--- src/hw/rtl/rc4sc_pkg.sv ---
`timescale 1ns / 1ps
package rc4sc_pkg;

   // Permutation table geometry
   localparam int TABLE_DEPTH = 256;
   localparam int BYTE_W      = 8;
   localparam logic [BYTE_W-1:0] LAST_INDEX = 8'hff;

   // Request operation codes
   localparam logic OP_KEY  = 1'b0;
   localparam logic OP_DATA = 1'b1;

   // Sequencer states, one-hot
   typedef enum logic [10:0] {
      ST_IDLE    = 11'b000_0000_0001,
      ST_KS_INIT = 11'b000_0000_0010,
      ST_KS_RD_K = 11'b000_0000_0100,
      ST_KS_RD_A = 11'b000_0000_1000,
      ST_KS_WR_K = 11'b000_0001_0000,
      ST_KS_WR_A = 11'b000_0010_0000,
      ST_DG_RD_I = 11'b000_0100_0000,
      ST_DG_RD_J = 11'b000_1000_0000,
      ST_DG_WR_I = 11'b001_0000_0000,
      ST_DG_WR_J = 11'b010_0000_0000,
      ST_DG_OUT  = 11'b100_0000_0000
   } state_type;

endpackage

--- src/hw/rtl/rc4sc_ram.sv ---
`timescale 1ns / 1ps
module rc4sc_ram #(
   parameter int WIDTH = 8,
   parameter int DEPTH = 256
) (
   input  logic                                       clock,
   input  logic                                       wr_en,
   input  logic [(DEPTH > 1 ? $clog2(DEPTH) : 1)-1:0] wr_addr,
   input  logic [WIDTH-1:0]                           wr_data,
   input  logic [(DEPTH > 1 ? $clog2(DEPTH) : 1)-1:0] rd_addr,
   output logic [WIDTH-1:0]                           rd_data
);

   logic [WIDTH-1:0] mem_ff [DEPTH];

   // Write one entry, read one entry; read returns the old content
   always_ff @(posedge clock) begin
      if (wr_en) begin
         mem_ff[wr_addr] <= wr_data;
      end
      rd_data <= mem_ff[rd_addr];
   end

endmodule

--- src/hw/rtl/rc4_stream_cipher_core.sv ---
`timescale 1ns / 1ps
// RC4 cipher core. A key beat appends its byte to the key store (bytes past
// MAX_KEY_BYTES are dropped); the key beat flagged last then runs the key schedule, an
// identity fill followed by one swap step per table entry, during which no beat is taken.
// A data beat's steps are set by the single write port and registered read of the
// permutation table RAM: read S[i], read S[j], write S[i], write S[j] while reading
// S[S[i]+S[j]]. The result register lets the next beat in while the last result waits.
// After reset the table reads as all zeros until the first key schedule, so the keystream
// is zero until then.
module rc4_stream_cipher_core
   import rc4sc_pkg::*;
#(
   parameter int MAX_KEY_BYTES = 256
) (
   input  logic       clock,
   input  logic       reset,
   input  logic       req_valid,
   output logic       req_ready,
   input  logic       req_operation,
   input  logic [7:0] req_data_byte,
   input  logic       req_is_last,
   output logic       rsp_valid,
   input  logic       rsp_ready,
   output logic [7:0] rsp_out_byte
);

   localparam int KW = (MAX_KEY_BYTES > 1) ? $clog2(MAX_KEY_BYTES) : 1;
   localparam int CW = $clog2(MAX_KEY_BYTES + 1);
   localparam logic [CW-1:0] KEY_CAP = CW'(MAX_KEY_BYTES);

   state_type           state_ff, state_in;
   logic [BYTE_W-1:0]   i_ff, i_in;
   logic [BYTE_W-1:0]   j_ff, j_in;
   logic [BYTE_W-1:0]   k_ff, k_in;
   logic [BYTE_W-1:0]   acc_ff, acc_in;
   logic [BYTE_W-1:0]   held_ff, held_in;
   logic [BYTE_W-1:0]   sj_ff, sj_in;
   logic [BYTE_W-1:0]   sum_ff, sum_in;
   logic                fwd_ff, fwd_in;
   logic [BYTE_W-1:0]   byte_ff, byte_in;
   logic [CW-1:0]       count_ff, count_in;
   logic [KW-1:0]       pos_ff, pos_in;
   logic                zeroed_ff, zeroed_in;
   logic                rsp_valid_ff, rsp_valid_in;
   logic [BYTE_W-1:0]   rsp_byte_ff, rsp_byte_in;

   logic                tbl_wr_en;
   logic [BYTE_W-1:0]   tbl_wr_addr, tbl_wr_data, tbl_rd_addr, tbl_rd_raw, tbl_rd;
   logic                key_wr_en;
   logic [KW-1:0]       key_wr_addr;
   logic [BYTE_W-1:0]   key_rd, kb;
   logic                req_fire, rsp_free;
   logic [BYTE_W-1:0]   j_next, acc_next, sum_next;
   logic [CW-1:0]       pos_plus;

   rc4sc_ram #(.WIDTH(BYTE_W), .DEPTH(TABLE_DEPTH)) u_table (
      .clock   (clock),
      .wr_en   (tbl_wr_en),
      .wr_addr (tbl_wr_addr),
      .wr_data (tbl_wr_data),
      .rd_addr (tbl_rd_addr),
      .rd_data (tbl_rd_raw)
   );

   rc4sc_ram #(.WIDTH(BYTE_W), .DEPTH(MAX_KEY_BYTES)) u_key (
      .clock   (clock),
      .wr_en   (key_wr_en),
      .wr_addr (key_wr_addr),
      .wr_data (req_data_byte),
      .rd_addr (pos_ff),
      .rd_data (key_rd)
   );

   assign req_ready    = (state_ff == ST_IDLE);
   assign req_fire     = req_valid && req_ready;
   assign rsp_valid    = rsp_valid_ff;
   assign rsp_out_byte = rsp_byte_ff;
   assign rsp_free     = !rsp_valid_ff || rsp_ready;

   // Table reads as zero until the first identity fill completes
   assign tbl_rd = zeroed_ff ? '0 : tbl_rd_raw;

   // Store key bytes while there is room
   assign key_wr_en   = req_fire && (req_operation == OP_KEY) && (count_ff < KEY_CAP);
   assign key_wr_addr = count_ff[KW-1:0];

   assign kb       = (count_ff == '0) ? '0 : key_rd;
   assign j_next   = j_ff + tbl_rd;
   assign acc_next = kb + tbl_rd + acc_ff;
   assign sum_next = sj_ff + held_ff;
   assign pos_plus = CW'(pos_ff) + CW'(1);

   // Sequencer
   always_comb begin
      state_in     = state_ff;
      i_in         = i_ff;
      j_in         = j_ff;
      k_in         = k_ff;
      acc_in       = acc_ff;
      held_in      = held_ff;
      sj_in        = sj_ff;
      sum_in       = sum_ff;
      fwd_in       = fwd_ff;
      byte_in      = byte_ff;
      count_in     = count_ff;
      pos_in       = pos_ff;
      zeroed_in    = zeroed_ff;
      rsp_valid_in = rsp_valid_ff;
      rsp_byte_in  = rsp_byte_ff;
      tbl_wr_en    = 1'b0;
      tbl_wr_addr  = '0;
      tbl_wr_data  = '0;
      tbl_rd_addr  = '0;

      // Drop the result once taken
      if (rsp_valid_ff && rsp_ready) begin
         rsp_valid_in = 1'b0;
      end

      case (state_ff)
         ST_IDLE: begin
            if (req_fire) begin
               if (req_operation == OP_DATA) begin
                  i_in     = i_ff + 8'd1;
                  byte_in  = req_data_byte;
                  state_in = ST_DG_RD_I;
               end else begin
                  if (count_ff < KEY_CAP) begin
                     count_in = count_ff + CW'(1);
                  end
                  if (req_is_last) begin
                     k_in     = '0;
                     state_in = ST_KS_INIT;
                  end
               end
            end
         end
         ST_KS_INIT: begin
            // Fill the identity permutation
            tbl_wr_en   = 1'b1;
            tbl_wr_addr = k_ff;
            tbl_wr_data = k_ff;
            k_in        = k_ff + 8'd1;
            if (k_ff == LAST_INDEX) begin
               zeroed_in = 1'b0;
               acc_in    = '0;
               pos_in    = '0;
               state_in  = ST_KS_RD_K;
            end
         end
         ST_KS_RD_K: begin
            tbl_rd_addr = k_ff;
            state_in    = ST_KS_RD_A;
         end
         ST_KS_RD_A: begin
            held_in     = tbl_rd;
            acc_in      = acc_next;
            tbl_rd_addr = acc_next;
            pos_in      = (pos_plus >= count_ff) ? '0 : pos_plus[KW-1:0];
            state_in    = ST_KS_WR_K;
         end
         ST_KS_WR_K: begin
            tbl_wr_en   = 1'b1;
            tbl_wr_addr = k_ff;
            tbl_wr_data = tbl_rd;
            state_in    = ST_KS_WR_A;
         end
         ST_KS_WR_A: begin
            tbl_wr_en   = 1'b1;
            tbl_wr_addr = acc_ff;
            tbl_wr_data = held_ff;
            k_in        = k_ff + 8'd1;
            if (k_ff == LAST_INDEX) begin
               i_in     = '0;
               j_in     = '0;
               count_in = '0;
               state_in = ST_IDLE;
            end else begin
               state_in = ST_KS_RD_K;
            end
         end
         ST_DG_RD_I: begin
            tbl_rd_addr = i_ff;
            state_in    = ST_DG_RD_J;
         end
         ST_DG_RD_J: begin
            held_in     = tbl_rd;
            j_in        = j_next;
            tbl_rd_addr = j_next;
            state_in    = ST_DG_WR_I;
         end
         ST_DG_WR_I: begin
            sj_in       = tbl_rd;
            tbl_wr_en   = 1'b1;
            tbl_wr_addr = i_ff;
            tbl_wr_data = tbl_rd;
            state_in    = ST_DG_WR_J;
         end
         ST_DG_WR_J: begin
            // Read S[sum] alongside the write of S[j]; forward held on a hit
            tbl_wr_en   = 1'b1;
            tbl_wr_addr = j_ff;
            tbl_wr_data = held_ff;
            tbl_rd_addr = sum_next;
            sum_in      = sum_next;
            fwd_in      = (sum_next == j_ff);
            state_in    = ST_DG_OUT;
         end
         ST_DG_OUT: begin
            // Hold the read address until the result register frees up
            tbl_rd_addr = sum_ff;
            if (rsp_free) begin
               rsp_valid_in = 1'b1;
               rsp_byte_in  = byte_ff ^ (fwd_ff ? held_ff : tbl_rd);
               state_in     = ST_IDLE;
            end
         end
         default: begin
            state_in = ST_IDLE;
         end
      endcase
   end

   // Control state
   always_ff @(posedge clock) begin
      if (reset) begin
         state_ff     <= ST_IDLE;
         i_ff         <= '0;
         j_ff         <= '0;
         count_ff     <= '0;
         zeroed_ff    <= 1'b1;
         rsp_valid_ff <= 1'b0;
      end else begin
         state_ff     <= state_in;
         i_ff         <= i_in;
         j_ff         <= j_in;
         count_ff     <= count_in;
         zeroed_ff    <= zeroed_in;
         rsp_valid_ff <= rsp_valid_in;
      end
   end

   // Working payload
   always_ff @(posedge clock) begin
      k_ff        <= k_in;
      acc_ff      <= acc_in;
      held_ff     <= held_in;
      sj_ff       <= sj_in;
      sum_ff      <= sum_in;
      fwd_ff      <= fwd_in;
      byte_ff     <= byte_in;
      pos_ff      <= pos_in;
      rsp_byte_ff <= rsp_byte_in;
   end

endmodule
--- config.mk ---
export PLATFORM = sky130hd
export DESIGN_NAME = rc4_stream_cipher_core
export DESIGN_NICKNAME = d
export VERILOG_FILES = /design/src/hw/rtl/rc4sc_pkg.sv /design/src/hw/rtl/rc4sc_ram.sv /design/src/hw/rtl/rc4_stream_cipher_core.sv
export SDC_FILE = /design/constraint.sdc
export NUM_CORES = 2
export LEC_CHECK = 0
export BUFFER_PORTS_ARGS = -buffer_cell sky130_fd_sc_hd__buf_2
export CAP_MARGIN = 30
export CELL_PAD_IN_SITES_DETAIL_PLACEMENT = 1
export CELL_PAD_IN_SITES_GLOBAL_PLACEMENT = 2
export CORE_UTILIZATION = 45
export DETAILED_ROUTE_END_ITERATION = 8
export MAX_ROUTING_LAYER = met4
export PLACE_DENSITY = 0.8
export SYNTH_ARGS = -nofsm -noshare
export SYNTH_HDL_FRONTEND = slang
export SYNTH_SLANG_ARGS = --single-unit
--- constraint.sdc ---
create_clock -name clock -period 15.8 [get_ports clock]
set_input_delay 0.79 -clock clock [delete_from_list [all_inputs] [get_ports clock]]
set_output_delay 0.79 -clock clock [all_outputs]
set_load 0.01 [all_outputs]
==> results.yml <==
timing:
  finalWorstSetupSlack_ns: 7.75
  period_share: 0.510
  slew_headroom: 0.221
  finalMaxSlewViolations: 0
  setup_violations: 0
  rsz0062_at_grt: "no"
  fmax_mhz: 124
  hold_viol_final: 0
  tightest_slew_ns: 1.15
  fin_skew_ns: 0.0429
  fin_tns_setup_ns: 0
  fin_crit_ns: 8.05
clocking:
  clock_path_buffers: 4
  cts_max_level: 5
  clk_pin_slew_ns: 0.06
  clock_latency_ns: 1.00
  postCtsSetupRepairBufs: 0
  cts_buffers: 420
  cts_num_sinks: 4215
  cts_hold_buf: 0
  tritoncts: "built"
  cts_root_buffer: "clkbuf_16"
  cts_resized: 0
grt:
  track_usage: 0.277
  grt_pass1_vias: 97100
  grt_pass1_wl_mm: 725
  grt.overflow.total: 0
  antenna_found_initial: 19
  grt_max_degree: 147
cells_and_area:
  multiInputGateArea_um2: 38600
  layout_common_cells: "edfxtp_1 (4,161), nand2_1 (1,760), mux4_2 (727)"
  fin_cells: 15400
  syn2layout_area_growth_pct: 12.0
  fin_nets: 10100
  drive_gt1_frac: 0.162
  final_util: 0.507
  fill_cells: 34500
  final_common_cell: "edfxtp_1"
  ff_latch_area_um2: 126000
critical_path:
  start_kind: "flop"
  timing.rr.start: "count_ff[6]"
  reg2reg_setup_slack_ns: 7.75
  endpoint_kind: "flop"
  r2r_cells: 18
  worstPathRequired_ns: 16.66
  crit_type: "reg2reg"
  critPathMaxFanout: 120
  critPathArrivalTime_ns: 8.92
  r2r_end: "u_table.rd_data[4]"
floorplanning:
  die_h_um: 612
  core_area_um2: 369000
  fp-row-count: 223
  start_util: 0.453
  die_x_um: 612
  num_io_pins: 24
  die_area_um2: 374000
worst_hold_path:
  hp-start: "req_operation"
  hold_path.class: "in2reg"
  min_path_cells: 3
  min_to: "state_ff[6]"
synthesis:
  synth.distinct_cells: 86
  yosysWarnings: 0
  synth_top_family_by_area: "multiplexers"
  synth-seq-cells: 4215
  synth-adder-area-share: 0.00396
  synth_cells: 9975
  synthXorXnorAreaFrac: 0.00278
  synth_top_area_share: 0.747
  synthFlopType: "edfxtp_1"
  ys_seq_area_frac: 0.754
  yosys-top-cells-area: "edfxtp_1 (75%), mux4_2 (9.8%), nand2_1 (4.0%)"
  synth.mux.area_fraction: 0.104
  syn_nets: 10000
  syn_area_per_cell_um2: 16.8
  synth_top_area_cell: "edfxtp_1"
  synth-simple-area-share: 0.0902
  synth_compound_area_frac: 0.0291
  synth-edff-count: 4161
  async_flop_share: 0
  syn-cell-area_um2: 167000
power:
  leakage_nw: 60.2
  peakVddDrop_mv: 0.110
  finalPower_mw: 22.6
  power.density_nw_per_um2: 121
  combPwrFrac: 0.019
  p_seq_frac: 0.542
  switching_share: 0.207
  p_clk_frac: 0.440
  p_sw_mw: 4.69
  p_int_mw: 17.9
route:
  antenna_left: 0
  drt_iter0_markers: 12300
  viasPerCell: 6.22
  drc: 0
  dr.pass1.iters: 8
  wl_mm: 510
  vias: 95800
  avgRoutedWirePerCell_um: 33.1
placement:
  dp_hpwl_mm: 304
  dp_cells: 14600
  gp_congestion: 0.890
  io_buffers: 23
  preCtsSetupSlack_ns: 8.06
run_status:
  outcome: "complete, no violations"
run:
  maxCapViolations: 0
critical path, cell delays in order, from the launching register on:
cell and delay [ns]:
dfxtp_1 0.38, nor2_1 0.37, nand4_1 0.39, and2_1 0.32, fa_1 0.49, ha_1 0.23, fa_1 0.50, and3b_1 0.20
o2111ai_1 0.40, o221a_4 0.49, buf_4 0.60, buf_4 0.69, buf_12 0.46, nand3_1 0.13, a32oi_1 0.36, a21oi_1 0.19
o21ai_0 0.64, nand2_1 0.41, a32o_1 0.35
metal layers:
layer / up-vias / GRT usage / wire length [um]
met4: 0 / 0.117 / 25500
li1: 39100 / - / -
met1: 50600 / 0.369 / 200000
met2: 5005 / 0.431 / 243000
met5: - / - / 0
met3: 1060 / 0.0379 / 42000
metrics by stage:
| stage | hold slack (ns) | cell area, um^2 |
|---|---|---|
| after floorplan | 0.471 | 167000 |
| after global placement | 0.496 | 173000 |
| after detailed placement | 0.540 | 173000 |
| after CTS | 0.0972 | 187000 |
| after global routing | 0.152 | 187000 |
| final | 0.156 | 187000 |
synthesized netlist by cell type (all sizes together), types with 72 or more instances:
library cell and count:
edfxtp 4161, nand2 1768, mux4 727, nand3 705
nor2 652, buf 319, clkbuf 297, and3 170
a21oi 137, a31oi 125, mux2i 92, a311oi 72
layout make-up:
type                            instances  share of cell area
Tap cell                             4950              0.0331
Multi-Input combinational cell       5116               0.206
Inverter                               28            0.000882
Clock inverter                        256              0.0128
Timing Repair Buffer                  296              0.0150
Sequential cell                      4215               0.673
Antenna cell                           15            0.000200
Clock buffer                          522              0.0593
worst max-delay path by stage:
stage,startpoint,end,slack [ns],depth (start not counted)
global route,count_ff[6],u_table.rd_data[2],7.58,20
CTS,count_ff[6],u_table.rd_data[2],7.99,20
finish,count_ff[6],u_table.rd_data[4],7.75,18
detailed placement,count_ff[7],u_table.rd_data[2],8.06,20
global placement,count_ff[6],u_table.rd_data[7],7.67,19
floorplan,state_ff[4],u_table.mem_ff[0][1],10.34,8
flip-flops by register name (all words and copies together), names as in the netlist:
signal and count:
rsp_out_byte 8, count_ff 9, byte_ff 8, sj_ff 8, k_ff 8, j_ff 8
u_key.mem_ff 2048, i_ff 8, state_ff 11, zeroed_ff 1, held_ff 8, pos_ff 8
u_key.rd_data 8, sum_ff 8, u_table.rd_data 8, fwd_ff 1, rsp_valid 1, u_table.mem_ff 2048
acc_ff 8
logic make-up (layout without fill, tap and decap cells):
| logic type | count (synthesis) | count (layout) |
|---|---|---|
| fa+ha+maj | 47 | 47 |
| mux | 822 | 822 |
| xor+xnor | 53 | 53 |
| simple gates | 3507 | 3507 |
| other cells | 0 | 15 |
| flops | 4215 | 4215 |
| buf+inv | 644 | 1102 |
| compound gates | 687 | 687 |
power by group through the flow:
stage	combinational (mW)	sequential [mW]	clock [mW]
finish	0.422	12.3	9.95
global route	0.444	12.3	10.4
detailed placement	0.413	12.5	0
global placement	0.391	12.5	0
CTS	0.414	12.3	10.0
floorplan	0.169	12.5	0
Note: power is estimated with default switching activity, not from simulation.
